[src/rtl/h264fu_pkg.sv]
// Shared constants and types for the H.264 FU-A packetizer.
// No dependencies.
`default_nettype none

package h264fu_pkg;

    localparam int unsigned LEN_W = 16;
    localparam int unsigned MTU_W = 16;

    localparam logic [MTU_W-1:0] MTU_RESET = 16'd1400;
    localparam logic [MTU_W-1:0] MTU_MIN   = 16'd3;
    localparam logic [MTU_W-1:0] FU_OVERHEAD = 16'd2;

    localparam logic [7:0] NAL_TYPE_MASK = 8'h1F;
    localparam logic [7:0] NAL_NRI_MASK  = 8'h60;
    localparam logic [7:0] FU_A_TYPE     = 8'd28;

    // output phase of an item that opens a fragment
    localparam logic [1:0] PH_IND  = 2'd0;
    localparam logic [1:0] PH_HDR  = 2'd1;
    localparam logic [1:0] PH_DATA = 2'd2;

    typedef struct packed {
        logic [7:0] out_byte;
        logic       packet_start;
        logic       packet_end;
        logic       rtp_marker;
    } result_t;

endpackage

`default_nettype wire

[src/rtl/h264_fu_a_packetizer.sv]
// H.264 RTP packetizer: single NAL unit packets and FU-A fragmentation.
// Uses h264fu_pkg.
`default_nettype none

// One NAL byte per input word, NAL length on every word. A byte is taken into
// an item register and its results go out through an output register, and the
// block streams 1 byte per cycle while the output is not stalled. A byte that
// opens an FU-A fragment yields 3 output words (FU indicator, FU header,
// data) and holds the input until all three are out; the header byte of a
// fragmented NAL yields no word and does not wait on the output. Packet start,
// end and the marker travel on tuser[0], tlast and tuser[1].
module h264_fu_a_packetizer (
    input  wire logic        aclk,
    input  wire logic        aresetn,
    input  wire logic        cfg_wr_en,
    input  wire logic [15:0] cfg_wr_data,    // mtu
    input  wire logic        s_axis_tvalid,
    output logic             s_axis_tready,
    input  wire logic [23:0] s_axis_tdata,   // [7:0] data_byte, [23:8] nal_length
    output logic             m_axis_tvalid,
    input  wire logic        m_axis_tready,
    output logic [7:0]       m_axis_tdata,   // [7:0] out_byte
    output logic             m_axis_tlast,   // packet_end
    output logic [1:0]       m_axis_tuser    // [0] packet_start, [1] rtp_marker
);

    localparam int unsigned LW = h264fu_pkg::LEN_W;
    localparam int unsigned MW = h264fu_pkg::MTU_W;

    logic [MW-1:0] mtu_reg;

    logic          item_valid_reg;
    logic [7:0]    item_byte_reg;
    logic [LW-1:0] item_len_reg;
    logic [1:0]    phase_reg;

    logic [LW-1:0] idx_reg;
    logic [LW-1:0] fill_reg;
    logic          mode_reg;
    logic          first_reg;
    logic [7:0]    ind_reg;
    logic [4:0]    type_reg;

    logic                m_valid_reg;
    h264fu_pkg::result_t m_res_reg;
    h264fu_pkg::result_t res_next;

    logic [MW-1:0] mtu_eff;
    logic [MW-1:0] frag;
    logic [LW-1:0] len_eff;
    logic [LW:0]   idx_inc;
    logic [LW:0]   fill_inc;
    logic [LW:0]   room;
    logic [LW-1:0] remaining;
    logic          idx_zero;
    logic          last_byte;
    logic          long_nal;
    logic          mode_eff;
    logic          final_pkt;
    logic          ends;
    logic          opens;
    logic          no_result;
    logic          last_phase;
    logic          out_free;
    logic          step;
    logic          done;
    logic [7:0]    fu_hdr;

    always_comb begin
        mtu_eff   = (mtu_reg < h264fu_pkg::MTU_MIN) ? h264fu_pkg::MTU_MIN : mtu_reg;
        frag      = mtu_eff - h264fu_pkg::FU_OVERHEAD;
        len_eff   = (item_len_reg == '0) ? LW'(1) : item_len_reg;
        idx_zero  = (idx_reg == '0);
        idx_inc   = {1'b0, idx_reg} + (LW+1)'(1);
        last_byte = (idx_inc >= {1'b0, len_eff});
        long_nal  = (len_eff > LW'(mtu_eff));
        mode_eff  = idx_zero ? long_nal : mode_reg;
        remaining = last_byte ? LW'(1) : (len_eff - idx_reg);
        room      = {1'b0, LW'(frag)} - {1'b0, fill_reg};
        // fill beyond a shrunken fragment size counts as final
        final_pkt = room[LW] | (remaining <= room[LW-1:0]);
        fill_inc  = {1'b0, fill_reg} + (LW+1)'(1);
        ends      = last_byte | (fill_inc >= {1'b0, LW'(frag)});
        opens     = mode_eff & ~idx_zero & (fill_reg == '0);
        no_result = mode_eff & idx_zero;
        fu_hdr    = {first_reg, final_pkt, 1'b0, type_reg};

        last_phase = no_result | ~opens | (phase_reg == h264fu_pkg::PH_DATA);
        out_free   = ~m_valid_reg | m_axis_tready;
        step       = item_valid_reg & (no_result | out_free);
        done       = step & last_phase;

        if (!mode_eff) begin
            res_next = '{out_byte: item_byte_reg, packet_start: idx_zero,
                         packet_end: last_byte, rtp_marker: 1'b1};
        end else if (opens && phase_reg == h264fu_pkg::PH_IND) begin
            res_next = '{out_byte: ind_reg, packet_start: 1'b1,
                         packet_end: 1'b0, rtp_marker: final_pkt};
        end else if (opens && phase_reg == h264fu_pkg::PH_HDR) begin
            res_next = '{out_byte: fu_hdr, packet_start: 1'b0,
                         packet_end: 1'b0, rtp_marker: final_pkt};
        end else begin
            res_next = '{out_byte: item_byte_reg, packet_start: 1'b0,
                         packet_end: ends, rtp_marker: final_pkt};
        end
    end

    assign s_axis_tready = ~item_valid_reg | done;

    always_ff @(posedge aclk) begin
        if (!aresetn) begin
            mtu_reg <= h264fu_pkg::MTU_RESET;
        end else if (cfg_wr_en) begin
            mtu_reg <= cfg_wr_data;
        end
    end

    always_ff @(posedge aclk) begin
        if (!aresetn) begin
            item_valid_reg <= 1'b0;
            phase_reg      <= h264fu_pkg::PH_IND;
        end else begin
            if (s_axis_tready) begin
                item_valid_reg <= s_axis_tvalid;
            end
            if (done) begin
                phase_reg <= h264fu_pkg::PH_IND;
            end else if (step) begin
                phase_reg <= phase_reg + 2'd1;
            end
        end
    end

    always_ff @(posedge aclk) begin
        if (s_axis_tready && s_axis_tvalid) begin
            item_byte_reg <= s_axis_tdata[7:0];
            item_len_reg  <= s_axis_tdata[23:8];
        end
    end

    always_ff @(posedge aclk) begin
        if (!aresetn) begin
            idx_reg   <= '0;
            fill_reg  <= '0;
            mode_reg  <= 1'b0;
            first_reg <= 1'b1;
            ind_reg   <= '0;
            type_reg  <= '0;
        end else if (done) begin
            if (last_byte) begin
                idx_reg   <= '0;
                fill_reg  <= '0;
                mode_reg  <= 1'b0;
                first_reg <= 1'b1;
            end else begin
                idx_reg <= idx_inc[LW-1:0];
                if (idx_zero) begin
                    mode_reg  <= long_nal;
                    fill_reg  <= '0;
                    first_reg <= 1'b1;
                    if (long_nal) begin
                        type_reg <= 5'(item_byte_reg & h264fu_pkg::NAL_TYPE_MASK);
                        ind_reg  <= (item_byte_reg & h264fu_pkg::NAL_NRI_MASK)
                                    | h264fu_pkg::FU_A_TYPE;
                    end
                end else if (mode_reg) begin
                    fill_reg <= ends ? '0 : fill_inc[LW-1:0];
                    if (opens) begin
                        first_reg <= 1'b0;
                    end
                end
            end
        end
    end

    always_ff @(posedge aclk) begin
        if (!aresetn) begin
            m_valid_reg <= 1'b0;
        end else if (step && !no_result) begin
            m_valid_reg <= 1'b1;
        end else if (m_axis_tready) begin
            m_valid_reg <= 1'b0;
        end
    end

    always_ff @(posedge aclk) begin
        if (step && !no_result) begin
            m_res_reg <= res_next;
        end
    end

    assign m_axis_tvalid   = m_valid_reg;
    assign m_axis_tdata    = m_res_reg.out_byte;
    assign m_axis_tlast    = m_res_reg.packet_end;
    assign m_axis_tuser[0] = m_res_reg.packet_start;
    assign m_axis_tuser[1] = m_res_reg.rtp_marker;

    a_phase_range: assert property (@(posedge aclk) disable iff (!aresetn)
        phase_reg != 2'd3)
        else $error("phase counter out of range");

    a_phase_only_on_open: assert property (@(posedge aclk) disable iff (!aresetn)
        (phase_reg != h264fu_pkg::PH_IND) |-> (item_valid_reg && mode_reg && !idx_zero))
        else $error("FU phase advanced outside a fragment opening");

    a_ind_then_hdr: assert property (@(posedge aclk) disable iff (!aresetn)
        (step && opens && phase_reg == h264fu_pkg::PH_IND)
            |=> (phase_reg == h264fu_pkg::PH_HDR && m_valid_reg && item_valid_reg))
        else $error("FU indicator not followed by FU header");

endmodule

`default_nettype wire
[config.mk]
export PLATFORM = sky130hd
export DESIGN_NAME = h264_fu_a_packetizer
export DESIGN_NICKNAME = d
export VERILOG_FILES = /design/src/rtl/h264fu_pkg.sv /design/src/rtl/h264_fu_a_packetizer.sv
export SDC_FILE = /design/constraint.sdc
export NUM_CORES = 1
export LEC_CHECK = 0
export BUFFER_PORTS_ARGS = -buffer_cell sky130_fd_sc_hd__buf_2
export CAP_MARGIN = 20
export CORE_MARGIN = 3
export CORE_UTILIZATION = 44
export CTS_CLUSTER_SIZE = 28
export DETAILED_ROUTE_END_ITERATION = 6
export PLACE_DENSITY_LB_ADDON = 0.08
export SYNTH_ARGS = -nofsm -noshare
export SYNTH_HDL_FRONTEND = slang
export SYNTH_SLANG_ARGS = --single-unit
[constraint.sdc]
create_clock -name aclk -period 6.6 [get_ports aclk]
set_input_delay 1.32 -clock aclk [delete_from_list [all_inputs] [get_ports aclk]]
set_output_delay 1.32 -clock aclk [all_outputs]
set_load 0.05 [all_outputs]
# After elaboration in Yosys (flattened, before gate mapping)
# Index checks and enable logic that the tools add are counted.
dict set report op_classes {
  n_addsub 6
  magnitude_cmp 5
  eq_ne 2
  mux 19
  bitwise 18
  reduce_logical 16
}
# operator count
set ops {}
lappend ops {{16-bit two-way mux} 8}
lappend ops {{16-bit logical NOT} 3}
lappend ops {{16-bit by 1-bit adder with 17-bit output (second input constant)} 2}
lappend ops {{17-bit by 16-bit greater-or-equal comparator with 1-bit output} 2}
lappend ops {{11-bit two-way mux} 3}
lappend ops {{16-bit by 16-bit subtractor with 17-bit output} 1}
lappend ops {{16-bit > comparator} 1}
lappend ops {{16-bit less-or-equal comparator} 1}
lappend ops {{16-bit by 2-bit less-than comparator with 1-bit output (second input constant)} 1}
lappend ops {{16-bit subtractor} 1}
lappend ops {{16-bit by 2-bit subtractor with 16-bit output (second input constant)} 1}
lappend ops {{1-bit two-way mux} 8}
lappend ops {{1-bit bitwise OR} 7}
lappend ops {{1-bit NOT} 6}
lappend ops {{3-bit nonzero test} 2}
lappend ops {{1-bit AND} 5}
lappend ops {{1-bit logical AND} 4}
lappend ops {{4-bit AND reduction} 1}
lappend ops {{3-bit AND reduction} 1}
lappend ops {{2-bit by 1-bit adder with 2-bit output (second input constant)} 1}
lappend ops {{2-bit by 1-bit == test with 1-bit output (second input constant)} 1}
lappend ops {{2-bit == test (second input constant)} 1}
lappend ops {{2-bit logical NOT} 1}
lappend ops {{2-bit AND reduction} 1}
lappend ops {{3 further kinds} 3}
dict set report word_totals {
  register_bits 99
  inputBits 45
  out_inout_bits 13
  word_cells 82
}

# Longest topological paths before layout
dict set report depth {
  ltp_word 12
  mapped_depth 25
  depth_no_buf 25
}

# Worst setup path after synthesis
# OpenSTA, ideal clock, no wires.
dict set report synth_timing {
  path_kind {flip-flop to flip-flop}
  startpoint {reg mtu_reg[11]}
  endpoint {reg m_res_reg, in the netlist m_axis_tdata[6] (data pin)}
  setup_ns 0.257
  t_arrival_ns 4.480
  t_required_ns 6.343
  slack_ns 1.863
  stages_incl_launch_ff 25
  path_buffers 0
  period_less_slack_ns 4.737
  path_cell_list {dfxtp_1 > nor4_1 > nand3_1 > nor2_1 > nor2_1 > ha_1 > and3_1 > nand3_1 > nor2_1 > xnor2_1 > ha_1 > a21oi_1 > o21ai_0 > nor2b_1 > a21o_1 > a2111oi_0 > o21bai_1 > a21oi_1 > xor2_1 > ha_1 > nand4_1 > a211oi_1 > o21ai_0 > a211o_1 > a32o_1}
}
# item line_no
set synth_lines {}
lappend synth_lines {{start: declaration} h264_fu_a_packetizer.sv:30} ;# logic [MW-1:0] mtu_reg;
lappend synth_lines {{start signal: assignment} h264_fu_a_packetizer.sv:112} ;# mtu_reg <= h264fu_pkg::MTU_RESET;
lappend synth_lines {{start signal: assignment} h264_fu_a_packetizer.sv:114} ;# mtu_reg <= cfg_wr_data;
lappend synth_lines {{end signal: assignment} h264_fu_a_packetizer.sv:188} ;# m_res_reg <= res_next;
lappend synth_lines {{end: declaration} h264_fu_a_packetizer.sv:45} ;# h264fu_pkg::result_t m_res_reg;

==> flow_metrics.tcl <==
set metrics [dict create \
    postCtsSetupBuffers 0 \
    worstPathArrival_ns 5.91 \
    die_h_um 138 \
    final.setup.tns_ns 0 \
    worstMarginPinSlew_ns 1.04 \
    yosysUniqueCellTypes 62 \
    grt_max_degree 35 \
    synthCells 898 \
    final_common_cell "ha_1" \
    hold_buffers 0 \
    hpwl_mm 16.7 \
    max_cap_viol_count 0 \
    diodes 0 \
    wl_per_cell_um 18.0 \
    min_delay_path_depth 2 \
    final_antenna_net_count 0 \
    setup-violations-final 0 \
    final_cell_mix "103 x ha_1, 92 x inv_1, 68 x nor2_1" \
    antenna_found_initial 0 \
    critPathKind "reg2reg" \
    floorplan.initialDensity 0.456 \
    r2r_end "m_axis_tdata[6]" \
    endpoint_kind "flop" \
    synth.avg_cell_area_um2 8.54 \
    portBuffers 57 \
    drt_wl_total_mm 20.9 \
    cp-startpoint "mtu_reg[12]" \
    synth-edff-count 35 \
    vias_per_cell 5.77 \
    finalWorstSetupSlack_ns 0.803 \
    r2r_slack_ns 0.80 \
    finalCritPeriodShare 0.878 \
    grt_pass1_vias 6641 \
    crit_path_start_kind "flop" \
    h-tree-depth 3 \
    reg2regPathDepth 24 \
    insertion_delay_ns 0.36 \
    syn-cell-area_um2 7670 \
    required_ns 6.72 \
    post-place-ws_ns 0.885 \
    ys.flop_type "dfxtp_1" \
    nets 1084 \
    ys_ff_latch 97 \
    cts.sinks 97 \
    syn-num-nets 1048 \
    gp_congestion 0.867 \
    firstDrtPassIters 5 \
    ir_drop_uv 127 \
    dieArea_um2 19000 \
    vias 6685 \
    leakagePower_nw 3.55 \
    power_mw 1.62 \
    p_per_area_nw_per_um2 192 \
    crit_end "m_axis_tdata[6]" \
    timing.fmax_mhz 172 \
    synthArstFlopShare 0 \
    fp.dieW_um 138 \
    cp_max_fo 6 \
    overflow 0 \
    r2r-start "mtu_reg[12]" \
    row_count 47 \
    drtIter0Drc 378 \
    slew_violations 0 \
    core_area_um2 16800 \
    min_path_type "reg2reg" \
    pin_count 58 \
    rsz0062_at_grt "false" \
    drcViolationCount 0 \
    areaGrowthSynthToFinish_pct 9.81 \
    ctsRootBufferMaster "clkbuf_16" \
    grt.total_usage 0.217 \
    post-route-min-period_ns 5.80 \
    final_cells 1159 \
    cts-resized-gates 0 \
    cts_buffers 9 \
    clk_path_buf_depth 2 \
    placed_cells 1142 \
    status "finished clean" \
    ys_seq_area_frac 0.299 \
    grt_pass1_wl_mm 33.9 \
    maxSlewHeadroom 0.301 \
    hold_viol_final 0 \
    layout-drive-gt1-share 0.0980 \
    final.setup_skew_ns 0.00872 \
    clk_pin_slew_ns 0.07 \
    ys_warn_count 0 \
    cts_tree "yes" \
]
layer usage:
metal  global-route usage  routed length (um)  vias to the layer above
met5                    0                   0                        -
met4               0.0686                 397                        0
met3               0.0197                 692                       23
met2                0.391               10400                      147
met1                0.275                9350                     3209
li1                     -                   -                     3306
kinds of logic (layout without fill, tap and decap cells):
group,count (synthesis),count (layout),share of synthesized area
AO/OA/AOI/OAI,198,198,0.177
multiplexers,19,19,0.0250
AND/OR/NAND/NOR,284,284,0.186
adder cells (fa/ha/maj),105,105,0.173
buffers and inverters,130,171,0.0658
XOR/XNOR,65,65,0.0742
flip-flops,97,97,0.299
report_power, final:
part	switching, mW	internal [mW]	leakage [nW]
combinational	0.253	0.164	2.58
sequential	0.0268	0.651	0.837
clock	0.262	0.263	0.136
synthesized netlist by cell type, types with 27 or more instances:
cell	instances	area share
xnor2_1	46	0.053
nand3_1	41	0.027
nand4_1	29	0.024
ha_1	103	0.17
o21ai_0	36	0.023
edfxtp_1	35	0.14
a21oi_1	63	0.041
clkbuf_1	27	0.013
nor2_1	68	0.033
inv_1	92	0.045
nand2_1	56	0.027
dfxtp_1	62	0.16
worst max-delay path, cell delays in order, from the launching register on:
cell and delay, ns:
dfxtp_1 0.36, nor4_1 0.60, nand3_1 0.15, nor2_1 0.15, nor2_1 0.13, ha_1 0.25
and3_1 0.23, nand3_1 0.14, nor2_1 0.07, xnor2_1 0.22, ha_1 0.33, a21oi_1 0.28
o21ai_0 0.20, nor2b_1 0.17, a21o_1 0.16, a2111oi_0 0.39, o21bai_1 0.13, a21oi_1 0.18
xor2_1 0.09, ha_1 0.31, nand4_1 0.14, a211oi_1 0.25, o21ai_0 0.15, a211o_1 0.24
a32o_1 0.24
stage by stage:
stage / hold WS (ns) / area [um2] / utilization
global route: 0.492 / 8420 / 0.501
global placement: 0.443 / 8110 / 0.482
detailed placement: 0.440 / 8110 / 0.482
finish: 0.468 / 8420 / 0.501
floorplan: 0.422 / 7670 / -
CTS: 0.466 / 8390 / 0.499
area by class of cell:
type | instances | area (um2)
clock inverter | 7 | 62.6
timing repair buffer | 63 | 348
multi-input combinational | 671 | 4870
tap | 220 | 275
sequential | 97 | 2290
clock buffer | 9 | 225
inverter | 92 | 345
fill | 1655 | 8400
worst min-delay path by stage:
stage	start	to	slack (ns)
after CTS	first_reg	first_reg	0.47
final	first_reg	first_reg	0.47
after global routing	first_reg	first_reg	0.49
after floorplan	first_reg	first_reg	0.42
after detailed placement	first_reg	first_reg	0.44
after global placement	first_reg	first_reg	0.44
Note: power is estimated with default switching activity, not from simulation.
